### src/hdl/srrw_pkg.sv
// Package for the selective-repeat receive window.
// Holds request codes and handshake constants; no dependencies.
`default_nettype none

package srrw_pkg;

  localparam int unsigned ReqTypeW = 2;
  localparam int unsigned ByteW    = 8;

  // Request type codes.
  localparam logic [ReqTypeW-1:0] ReqStart  = 2'd0;
  localparam logic [ReqTypeW-1:0] ReqData   = 2'd1;
  localparam logic [ReqTypeW-1:0] ReqFinish = 2'd2;

  // Handshake status codes.
  localparam logic [ByteW-1:0] HandshakeReq = 8'd205;
  localparam logic [ByteW-1:0] HandshakeAck = 8'd200;

  typedef struct packed {
    logic             send_reply;
    logic [ByteW-1:0] reply_byte;
    logic             accepted;
    logic             seq_error;
  } result_t;

endpackage

`default_nettype wire

### src/hdl/srrw_if.sv
// Channel interfaces for the selective-repeat receive window.
// Depends on srrw_pkg for field widths.
`default_nettype none

interface srrw_req_if;
  logic                           valid;
  logic                           ready;
  logic [srrw_pkg::ReqTypeW-1:0]  req_type;
  logic [srrw_pkg::ByteW-1:0]     head_byte;

  modport source (output valid, output req_type, output head_byte, input ready);
  modport sink   (input valid, input req_type, input head_byte, output ready);
endinterface

interface srrw_res_if;
  logic                        valid;
  logic                        ready;
  logic                        send_reply;
  logic [srrw_pkg::ByteW-1:0]  reply_byte;
  logic                        accepted;
  logic                        seq_error;

  modport source (output valid, output send_reply, output reply_byte,
                  output accepted, output seq_error, input ready);
  modport sink   (input valid, input send_reply, input reply_byte,
                  input accepted, input seq_error, output ready);
endinterface

`default_nettype wire

### src/hdl/selective_repeat_receive_window_top.sv
// Selective-repeat receive window: top level with sequencer and window logic.
// Depends on srrw_pkg and the channel interfaces in srrw_if.sv.
//
//   channel | dir | payload                                        | handshake
//   req_i   | in  | req_type, head_byte                            | valid/ready
//   res_o   | out | send_reply, reply_byte, accepted, seq_error    | valid/ready
//
// A request's result passes through the check and done states, and is presented
// once the output register is free; the next request is then taken in idle.
// An in-window datagram at the base then enters the slide state, which clears the run
// of set marks from the base and moves past them, at most min(WINDOW, SEQ_COUNT).
// Reset clears phase, window base and all marks at once.
// A result waits in the output register; a new request is taken meanwhile, and
// its own result waits in the sequencer until the output register frees up.
`default_nettype none

module selective_repeat_receive_window_top #(
  parameter int unsigned SEQ_COUNT = 20,
  parameter int unsigned WINDOW    = 10
) (
  input  wire             clk_i,
  input  wire             rst_ni,
  srrw_req_if.sink        req_i,
  srrw_res_if.source      res_o
);

  localparam int unsigned IdxW  = $clog2(SEQ_COUNT);
  localparam int unsigned Limit = (WINDOW < SEQ_COUNT) ? WINDOW : SEQ_COUNT;
  localparam int unsigned CntW  = $clog2(Limit + 1);
  localparam int unsigned StepW = srrw_pkg::ByteW + 1;

  typedef enum logic [1:0] {
    StIdle,
    StCheck,
    StSlide,
    StDone
  } state_e;

  state_e                          state_q;
  logic                            phase_q;
  logic [IdxW-1:0]                 base_q;
  logic [SEQ_COUNT-1:0]            marks_q;
  logic [CntW-1:0]                 cnt_q;
  logic [srrw_pkg::ReqTypeW-1:0]   req_type_q;
  logic [srrw_pkg::ByteW-1:0]      head_q;
  srrw_pkg::result_t               res_d;
  srrw_pkg::result_t               res_q;
  srrw_pkg::result_t               out_q;
  logic                            out_valid_q;

  logic [srrw_pkg::ByteW-1:0]      head_dec;
  logic [IdxW-1:0]                 idx;
  logic [StepW-1:0]                step;
  logic                            in_range;
  logic                            in_window;
  logic [IdxW-1:0]                 base_inc;
  logic                            out_free;

  assign req_i.ready = (state_q == StIdle);

  assign res_o.valid      = out_valid_q;
  assign res_o.send_reply = out_q.send_reply;
  assign res_o.reply_byte = out_q.reply_byte;
  assign res_o.accepted   = out_q.accepted;
  assign res_o.seq_error  = out_q.seq_error;

  assign out_free = !out_valid_q || res_o.ready;

  // Shared distance unit: offset of the sequence index from the window base.
  always_comb begin
    head_dec  = head_q - 8'd1;
    idx       = IdxW'(head_dec);
    in_range  = (head_q != '0) && (head_q <= srrw_pkg::ByteW'(SEQ_COUNT));
    if (idx >= base_q) begin
      step = StepW'(idx) - StepW'(base_q);
    end else begin
      step = StepW'(idx) + StepW'(SEQ_COUNT) - StepW'(base_q);
    end
    in_window = (step < StepW'(WINDOW));
    base_inc  = (base_q == IdxW'(SEQ_COUNT - 1)) ? '0 : base_q + IdxW'(1);

    res_d = '0;
    if (req_type_q == srrw_pkg::ReqData) begin
      if (!phase_q) begin
        if (head_q == srrw_pkg::HandshakeReq) begin
          res_d.send_reply = 1'b1;
          res_d.reply_byte = srrw_pkg::HandshakeAck;
        end
      end else if (!in_range) begin
        res_d.seq_error = 1'b1;
      end else begin
        res_d.send_reply = 1'b1;
        res_d.reply_byte = head_q;
        res_d.accepted   = in_window;
      end
    end
  end

  always_ff @(posedge clk_i or negedge rst_ni) begin
    if (!rst_ni) begin
      state_q     <= StIdle;
      phase_q     <= 1'b0;
      base_q      <= '0;
      marks_q     <= '0;
      cnt_q       <= '0;
      req_type_q  <= '0;
      head_q      <= '0;
      res_q       <= '0;
      out_q       <= '0;
      out_valid_q <= 1'b0;
    end else begin
      // The output register empties on a handshake unless a new result loads it.
      if (out_valid_q && res_o.ready && (state_q != StDone)) begin
        out_valid_q <= 1'b0;
      end
      unique case (state_q)
        StIdle: begin
          if (req_i.valid) begin
            req_type_q <= req_i.req_type;
            head_q     <= req_i.head_byte;
            state_q    <= StCheck;
          end
        end
        StCheck: begin
          res_q   <= res_d;
          state_q <= StDone;
          cnt_q   <= '0;
          priority if (req_type_q == srrw_pkg::ReqStart) begin
            phase_q <= 1'b0;
            base_q  <= '0;
            marks_q <= '0;
          end else if (req_type_q == srrw_pkg::ReqFinish) begin
            phase_q <= 1'b0;
          end else if (req_type_q == srrw_pkg::ReqData) begin
            if (!phase_q) begin
              if (head_q == srrw_pkg::HandshakeReq) begin
                phase_q <= 1'b1;
              end
            end else if (in_range && in_window) begin
              marks_q[idx] <= 1'b1;
              if (idx == base_q) begin
                state_q <= StSlide;
              end
            end
          end else begin
            // Unused request code: phase, base and marks stay as they are.
            phase_q <= phase_q;
          end
        end
        StSlide: begin
          if ((cnt_q == CntW'(Limit)) || !marks_q[base_q]) begin
            state_q <= StDone;
          end else begin
            marks_q[base_q] <= 1'b0;
            base_q          <= base_inc;
            cnt_q           <= cnt_q + CntW'(1);
          end
        end
        StDone: begin
          if (out_free) begin
            out_q       <= res_q;
            out_valid_q <= 1'b1;
            state_q     <= StIdle;
          end
        end
        default: state_q <= StIdle;
      endcase
    end
  end

  a_base_in_range: assert property (@(posedge clk_i) disable iff (!rst_ni)
    base_q < IdxW'(SEQ_COUNT - 1) || base_q == IdxW'(SEQ_COUNT - 1))
    else $error("window base beyond sequence count");

  a_result_flags: assert property (@(posedge clk_i) disable iff (!rst_ni)
    res_o.valid |-> !(res_o.seq_error && (res_o.send_reply || res_o.accepted)))
    else $error("sequence error combined with an acknowledgment");

  a_accept_acks: assert property (@(posedge clk_i) disable iff (!rst_ni)
    (res_o.valid && res_o.accepted) |-> res_o.send_reply)
    else $error("accepted datagram without reply");

  a_start_clears: assert property (@(posedge clk_i) disable iff (!rst_ni)
    (state_q == StCheck && req_type_q == srrw_pkg::ReqStart)
      |=> (marks_q == '0 && base_q == '0 && !phase_q))
    else $error("start request did not clear the window");

  a_slide_bound: assert property (@(posedge clk_i) disable iff (!rst_ni)
    (state_q == StSlide) |-> (cnt_q <= CntW'(Limit)))
    else $error("base advance exceeded its bound");

endmodule

`default_nettype wire
### src/flat_wrapper.sv
// flat-port wrapper written by rule: the top's interface ports become plain ports
module selective_repeat_receive_window_top_flat 
#(
  parameter int unsigned SEQ_COUNT = 20,
  parameter int unsigned WINDOW    = 10
)
  (clk_i, rst_ni, req_i_valid, req_i_req_type, req_i_head_byte, req_i_ready, res_o_valid, res_o_send_reply, res_o_reply_byte, res_o_accepted, res_o_seq_error, res_o_ready);
  srrw_req_if req_i_i ();
  srrw_res_if res_o_i ();
  input  wire clk_i;
  input  wire rst_ni;
  input wire logic [$bits(req_i_i.valid)-1:0] req_i_valid;
  input wire logic [$bits(req_i_i.req_type)-1:0] req_i_req_type;
  input wire logic [$bits(req_i_i.head_byte)-1:0] req_i_head_byte;
  output wire logic [$bits(req_i_i.ready)-1:0] req_i_ready;
  output wire logic [$bits(res_o_i.valid)-1:0] res_o_valid;
  output wire logic [$bits(res_o_i.send_reply)-1:0] res_o_send_reply;
  output wire logic [$bits(res_o_i.reply_byte)-1:0] res_o_reply_byte;
  output wire logic [$bits(res_o_i.accepted)-1:0] res_o_accepted;
  output wire logic [$bits(res_o_i.seq_error)-1:0] res_o_seq_error;
  input wire logic [$bits(res_o_i.ready)-1:0] res_o_ready;
  assign req_i_i.valid = req_i_valid;
  assign req_i_i.req_type = req_i_req_type;
  assign req_i_i.head_byte = req_i_head_byte;
  assign req_i_ready = req_i_i.ready;
  assign res_o_valid = res_o_i.valid;
  assign res_o_send_reply = res_o_i.send_reply;
  assign res_o_reply_byte = res_o_i.reply_byte;
  assign res_o_accepted = res_o_i.accepted;
  assign res_o_seq_error = res_o_i.seq_error;
  assign res_o_i.ready = res_o_ready;
  selective_repeat_receive_window_top #(.SEQ_COUNT(SEQ_COUNT), .WINDOW(WINDOW)) u_core (.clk_i(clk_i), .rst_ni(rst_ni), .req_i(req_i_i), .res_o(res_o_i));
endmodule
### config.mk
export PLATFORM = sky130hd
export DESIGN_NAME = selective_repeat_receive_window_top_flat
export DESIGN_NICKNAME = d
export VERILOG_FILES = /design/src/hdl/srrw_pkg.sv /design/src/hdl/srrw_if.sv /design/src/hdl/selective_repeat_receive_window_top.sv /design/src/flat_wrapper.sv
export SDC_FILE = /design/constraint.sdc
export NUM_CORES = 1
export LEC_CHECK = 0
export ABC_AREA = 1
export BUFFER_PORTS_ARGS = -buffer_cell sky130_fd_sc_hd__buf_2
export CAP_MARGIN = 20
export CORE_MARGIN = 2
export CORE_UTILIZATION = 40
export CTS_BUF_LIST = sky130_fd_sc_hd__clkbuf_4 sky130_fd_sc_hd__clkbuf_8 sky130_fd_sc_hd__clkbuf_16
export DETAILED_ROUTE_END_ITERATION = 10
export PLACE_DENSITY = 0.55
export SLEW_MARGIN = 25
export SYNTH_ARGS = -nofsm -noshare
export SYNTH_HDL_FRONTEND = slang
export SYNTH_SLANG_ARGS = --single-unit
### constraint.sdc
create_clock -name clk_i -period 2.6 [get_ports clk_i]
set_input_delay 0 -clock clk_i [delete_from_list [all_inputs] [get_ports clk_i]]
set_output_delay 0 -clock clk_i [all_outputs]
set_load 0.01 [all_outputs]
# After elaboration in Yosys (flattened, before gate mapping)
# Cells that the tools add are included.
# W data, S select, Z words.
totals:
  mem_bits_ro: 0
  latch_bits: 0
  regBits: 65
  ram_bits: 0
  out_inout_bits: 13
  word_cells: 117
  inputBits: 14
  n_memories: 0
classes:
  n_addsub: 6
  reduce_logical: 22
  order_cmp: 7
  bitwise_logic: 3
  n_eq_ne: 19
  mux: 44
  n_mul: 0
  n_div: 0
  shift: 0
ops:
  columns: ["op", "n"]
  rows:
  - ["$mux W20", 6]
  - ["$pmux W20 S2", 1]
  - ["$mux W9", 3]
  - ["$and A20 B20 Y20", 1]
  - ["$not A20 Y20", 1]
  - ["$or A20 B20 Y20", 1]
  - ["$mux W2", 9]
  - ["$mux W5", 3]
  - ["$mux W1", 13]
  - ["$lt A5 B6 Y1 const B", 2]
  - ["$mux W11", 1]
  - ["$demux W1 S5", 2]
  - ["$ge A5 B1 Y1 const B", 2]
  - ["$mux W10", 1]
  - ["$pmux W5 S2", 1]
  - ["$lt A9 B4 Y1 const B", 1]
  - ["$ne A3 B1 Y1 const B", 3]
  - ["$sub A9 B5 Y9", 1]
  - ["$eq A8 B8 Y1 const B", 1]
  - ["$le A8 B5 Y1 const B", 1]
  - ["$pmux W2 S4", 1]
  - ["$pmux W4 S2", 1]
  - ["$reduce_and A2 Y1", 4]
  - ["$reduce_bool A8 Y1", 1]
  - ["24 further kinds", 40]

# Longest topological paths before layout
depth:
  word_depth: 12
  ltp_mapped: 22

# Worst setup path before layout
# Ideal clock, no wire load.
synth_path:
  kind: "register to register"
  startpoint: "register u_core.head_q[0] in the netlist's numbering"
  endpoint: "register u_core.marks_q[4]"
  t_arrival_ns: 2.732
  stages_incl_launch_ff: 21
  path_buffers: 1
  setup_ns: 0.117
  required_ns: 2.483
  setup_slack_ns: -0.248
  cell_sequence: "dfrtp_1 -> inv_1 -> ha_1 -> nand2_1 -> inv_1 -> nor2_4 -> ha_1 -> ha_1 -> a21oi_1 -> nand2_1 -> nand2_1 -> nand2_1 -> nand2_1 -> nand2_1 -> nor2_1 -> nand3_2 -> nand2_2 -> nand2_4 -> buf_6 -> nand2_1 -> nand2_1"
synth_between:
  elab_chain_cells: 12
synth_rtl:
  columns: ["element", "line", "text"]
  rows:
  - ["start: declaration", "selective_repeat_receive_window_top.sv:45", "logic [srrw_pkg::ByteW-1:0] head_q;"]
  - ["start signal: assignment", "selective_repeat_receive_window_top.sv:120", "head_q <= req_i.head_byte;"]
  - ["parallel branches: the longest is 12 deep, another holds $sub A9 B5 Y9", null, null]
  - ["end signal: assignment", "selective_repeat_receive_window_top.sv:131", "marks_q <= '0;"]
  - ["end signal: indexed assignment", "selective_repeat_receive_window_top.sv:140", "marks_q[idx] <= 1'b1;"]
  - ["end signal: indexed assignment", "selective_repeat_receive_window_top.sv:154", "marks_q[base_q] <= 1'b0;"]
  - ["end: declaration", "selective_repeat_receive_window_top.sv:42", "logic [SEQ_COUNT-1:0] marks_q;"]
# Parallel ways; which one is timed is not known. The select of a mux whose other input is x is not followed.
# A chain may end at the register's enable or synchronous reset.

# Final worst setup path
layout_path:
  startpoint: "register u_core.head_q[1] in the netlist's numbering"
  endpoint: "register u_core.marks_q[15]"
# Same word-level chain as after synthesis.

==> impl_results.md <==
* CP required at between 2000 and 3000 ps
* Final Core Density at a little over half
* Fmax at roughly 370 MHz
* Reg-to-reg startpoint: u_core.head_q[1]
* RSZ-0062 raised after global routing: yes
* Root buf cell: clkbuf_8
* Die Ht at roughly 110 µm
* Antenna violations before repair at 0
* CTS tree: done
* Placed cell areas at 4890 µm²
* Cells on worst reg2reg path at 20
* Outcome: complete, but fails checks
* Number of synthesized flops with an enable pin at 0
* H-tree depth at 3
* Worst clock skew at 9.55 ps
* Std-Cell Rows at 38
* Sequential share of the synthesized area at 37.3%
* Clk_lat worst skew at 350 ps
* Lkg Pwr at around 2.8 nW
* Net Count, Synth at between 600 and 700
* Clk buf depth at 2
* Synth Instances at 611
* Clock-pin slew of the registers on the worst-case setup and hold paths at 70 ps
* Sink Count at 65
* CP max FO at 5
* Final hold violation count at 0
* First-pass GRT wire length at ~20,000 µm
* GR Overflow Total at 0
* Synth unique cells at 35
* PortBufs at 26
* Comb pwr share at around two thirds
* Clock power frac at approximately an eighth
* Total power draw at between 6 and 7 mW
* Nets at around 740
* Final ANT Viol Nets at 0
* Switching power total at between 3 and 4 mW
* Pin count of the biggest net entering global routing at 37
* VDD IR-drop max at 753 µV
* Top_reg_cell synth: dfrtp_1
* Share of layout cells above drive strength 1 at approximately 28%
* Slew HR at between 40% and 50%
* Reg2reg end: u_core.marks_q[15]
* Net Sw Frac at about half
* Gp weighted congestion at a little over 0.9
* Synth Warn # at 0
* DIE WIDTH at ~110 µm
* Initial Utilization at between 40% and 50%
* Vias in the first global route at between 4,000 and 5,000
* Asr flop ratio synth at 100%
* DRT iter0 DRCs at 264
* Worst min path class: primary input to flop
* PwrDens at 1210 nW/µm²
* WL final at ~12,000 µm
* Num ports at 27
* Detailed Routing Iterations Pass 1 at 5
* Setup_tns at -1460 ps
* Via count at between 4,000 and 5,000
* Average wire per standard cell at 14.7 µm
* Core box area at 10,700 µm²
* Layout area overhead at 31.6%
* Post-route design area at around 5700 µm²
* Final hold slack at approximately 150 ps
* Mapped Avg Cell Area at approximately 7 µm²
* Int Pwr at about 3.6 mW
* Seq pwr share at around a fifth
* Arrival @ worst endpoint at roughly 2900 ps
* Slew @ Worst Pin at approximately 860 ps
* Total GRT Usage at between 20% and 30%
* Antenna diodes at 0
* Post-route DRC at 0
* Commonest cells after routing, fill and taps aside: nand2_1, nand3_1, dfrtp_1
* CP Class: flop to flop
* Most common cell after layout, fill and taps aside: nand2_1
* Reg2reg setup slack at -90 ps
* Setup Viol. Count Final at 21
* Critical Path End: u_core.marks_q[15]
* Vias per std cell at a little over 5
* Num CTS Buffers at 9
* Crit path time final at 2690 ps
* Max Slew Vio Count at 0
* Non-Filler Instances at ~840
* Failing checks: negative setup slack
* Synthesized flop and latch total at between 60 and 70
* Cells after DPL at 800
* Critical Path Source Type: flop
* Final period utilization at 104%
* Die area at 11,800 µm²
* PnR worst setup slack at -92.2 ps
* Dpl ws at -192 ps
* Detailed Place HPWL at about 8400 µm
* Maximum Capacitance Violations at 0
* Worst Setup End Kind: flop
* Crit path launch: u_core.head_q[1]
* Synth Cell Area at 4360 µm²
==> repair_timing <==
item | CTS | global route
pin swaps | 18 | 35
gates cloned | 2 | 2
hold buffers | 12 | 0
buffers inserted | 7 | 3
endpoints found under the hold margin | 45 | 0
gates resized for setup | 32 | 62
endpoints found under the setup margin | 20 | 21
==> sequential cells by signal, indices dropped and copies added (netlist names) <==
name / cells
u_core.res_q: 11
u_core.cnt_q: 4
u_core.res_o.reply_byte: 8
u_core.marks_q: 20
u_core.res_o.seq_error: 1
u_core.res_o.send_reply: 1
u_core.phase_q: 1
u_core.res_o.valid: 1
u_core.state_q: 2
u_core.req_type_q: 2
u_core.head_q: 8
u_core.base_q: 5
u_core.res_o.accepted: 1
==> routing by layer <==
metal / share of wire [%] / track usage, % / up-vias
li1: - / - / 2151
met1: 47 / 30.2 / 1978
met2: 46 / 33.7 / 83
met3: 3.9 / 3.50 / 20
met4: 2.4 / 9.43 / 0
met5: 0 / 0 / -
==> layout make-up <==
| class | instances | area, µm² |
|---|---|---|
| fillers | 1034 | 5010 |
| multi-input cells | 453 | 2740 |
| flip-flops and latches | 65 | 1630 |
| repair buffers | 91 | 716 |
| inverters | 77 | 299 |
| well taps | 140 | 175 |
| clock buffers | 9 | 124 |
| clock inverters | 6 | 60.1 |
==> cell usage after synthesis (6+ instances only) <==
master    number  area share [%]
nand3_1       84             9.6
dfrtp_1       65              37
nand2_1      184              16
ha_1          25             7.2
inv_1         68             5.9
a21oi_1       17             2.0
mux2_2         6             1.5
clkbuf_1       9            0.77
buf_6          6             1.5
o21ai_0       46             5.3
o22ai_1        7             1.0
nor2_1        43             3.7
inv_2          8            0.69
==> worst min path at each step <==
stage / to / startpoint / depth (start not counted) / slack [ps]
global route: u_core.state_q[1] / req_i_valid / 4 / 180
global placement: u_core.res_o.reply_byte[3] / rst_ni / 1 / 150
detailed placement: u_core.res_o.reply_byte[3] / rst_ni / 1 / 160
CTS: u_core.state_q[1] / req_i_valid / 5 / 140
finish: u_core.state_q[1] / req_i_valid / 5 / 150
floorplan: u_core.base_q[0] / rst_ni / 0 / -300
==> logic make-up (layout without fill, tap and decap cells) <==
kind of cell,after synthesis,after routing,synth area share (%)
AO/OA/AOI/OAI,83,83,10.4
flip-flops,65,65,37.3
adder cells (fa/ha/maj),26,26,7.63
XOR/XNOR,6,6,1.21
multiplexers,6,6,1.55
AND/OR/NAND/NOR,329,332,32.4
buffers and inverters,96,183,9.52
==> worst max-delay path, stage by stage (launching register included) <==
cell     delay [ps]
dfrtp_1         400
inv_2            70
ha_4            190
buf_4           140
nand3_2          90
nand2_4         100
ha_4            280
nand3_1         120
nor2_4          170
nor2_4           60
nand2_4          90
inv_6            50
nand2_2          50
nand2_2          60
nor2_4          140
nand3_4          90
nand2_4         110
buf_12          140
nand2_4          90
nand2_1          90
nand2_1          60
==> power by group through the flow <==
stage                     combinational, mW  clock, mW  sequential, mW
after CTS                              3.95      0.861            1.47
after detailed placement               3.45          0            1.48
final                                  4.62      0.842            1.49
after global placement                 3.42          0            1.47
after floorplan                        2.46          0            1.44
after global routing                   5.08      0.915            1.52
Note: power is estimated with default switching activity, not from simulation.
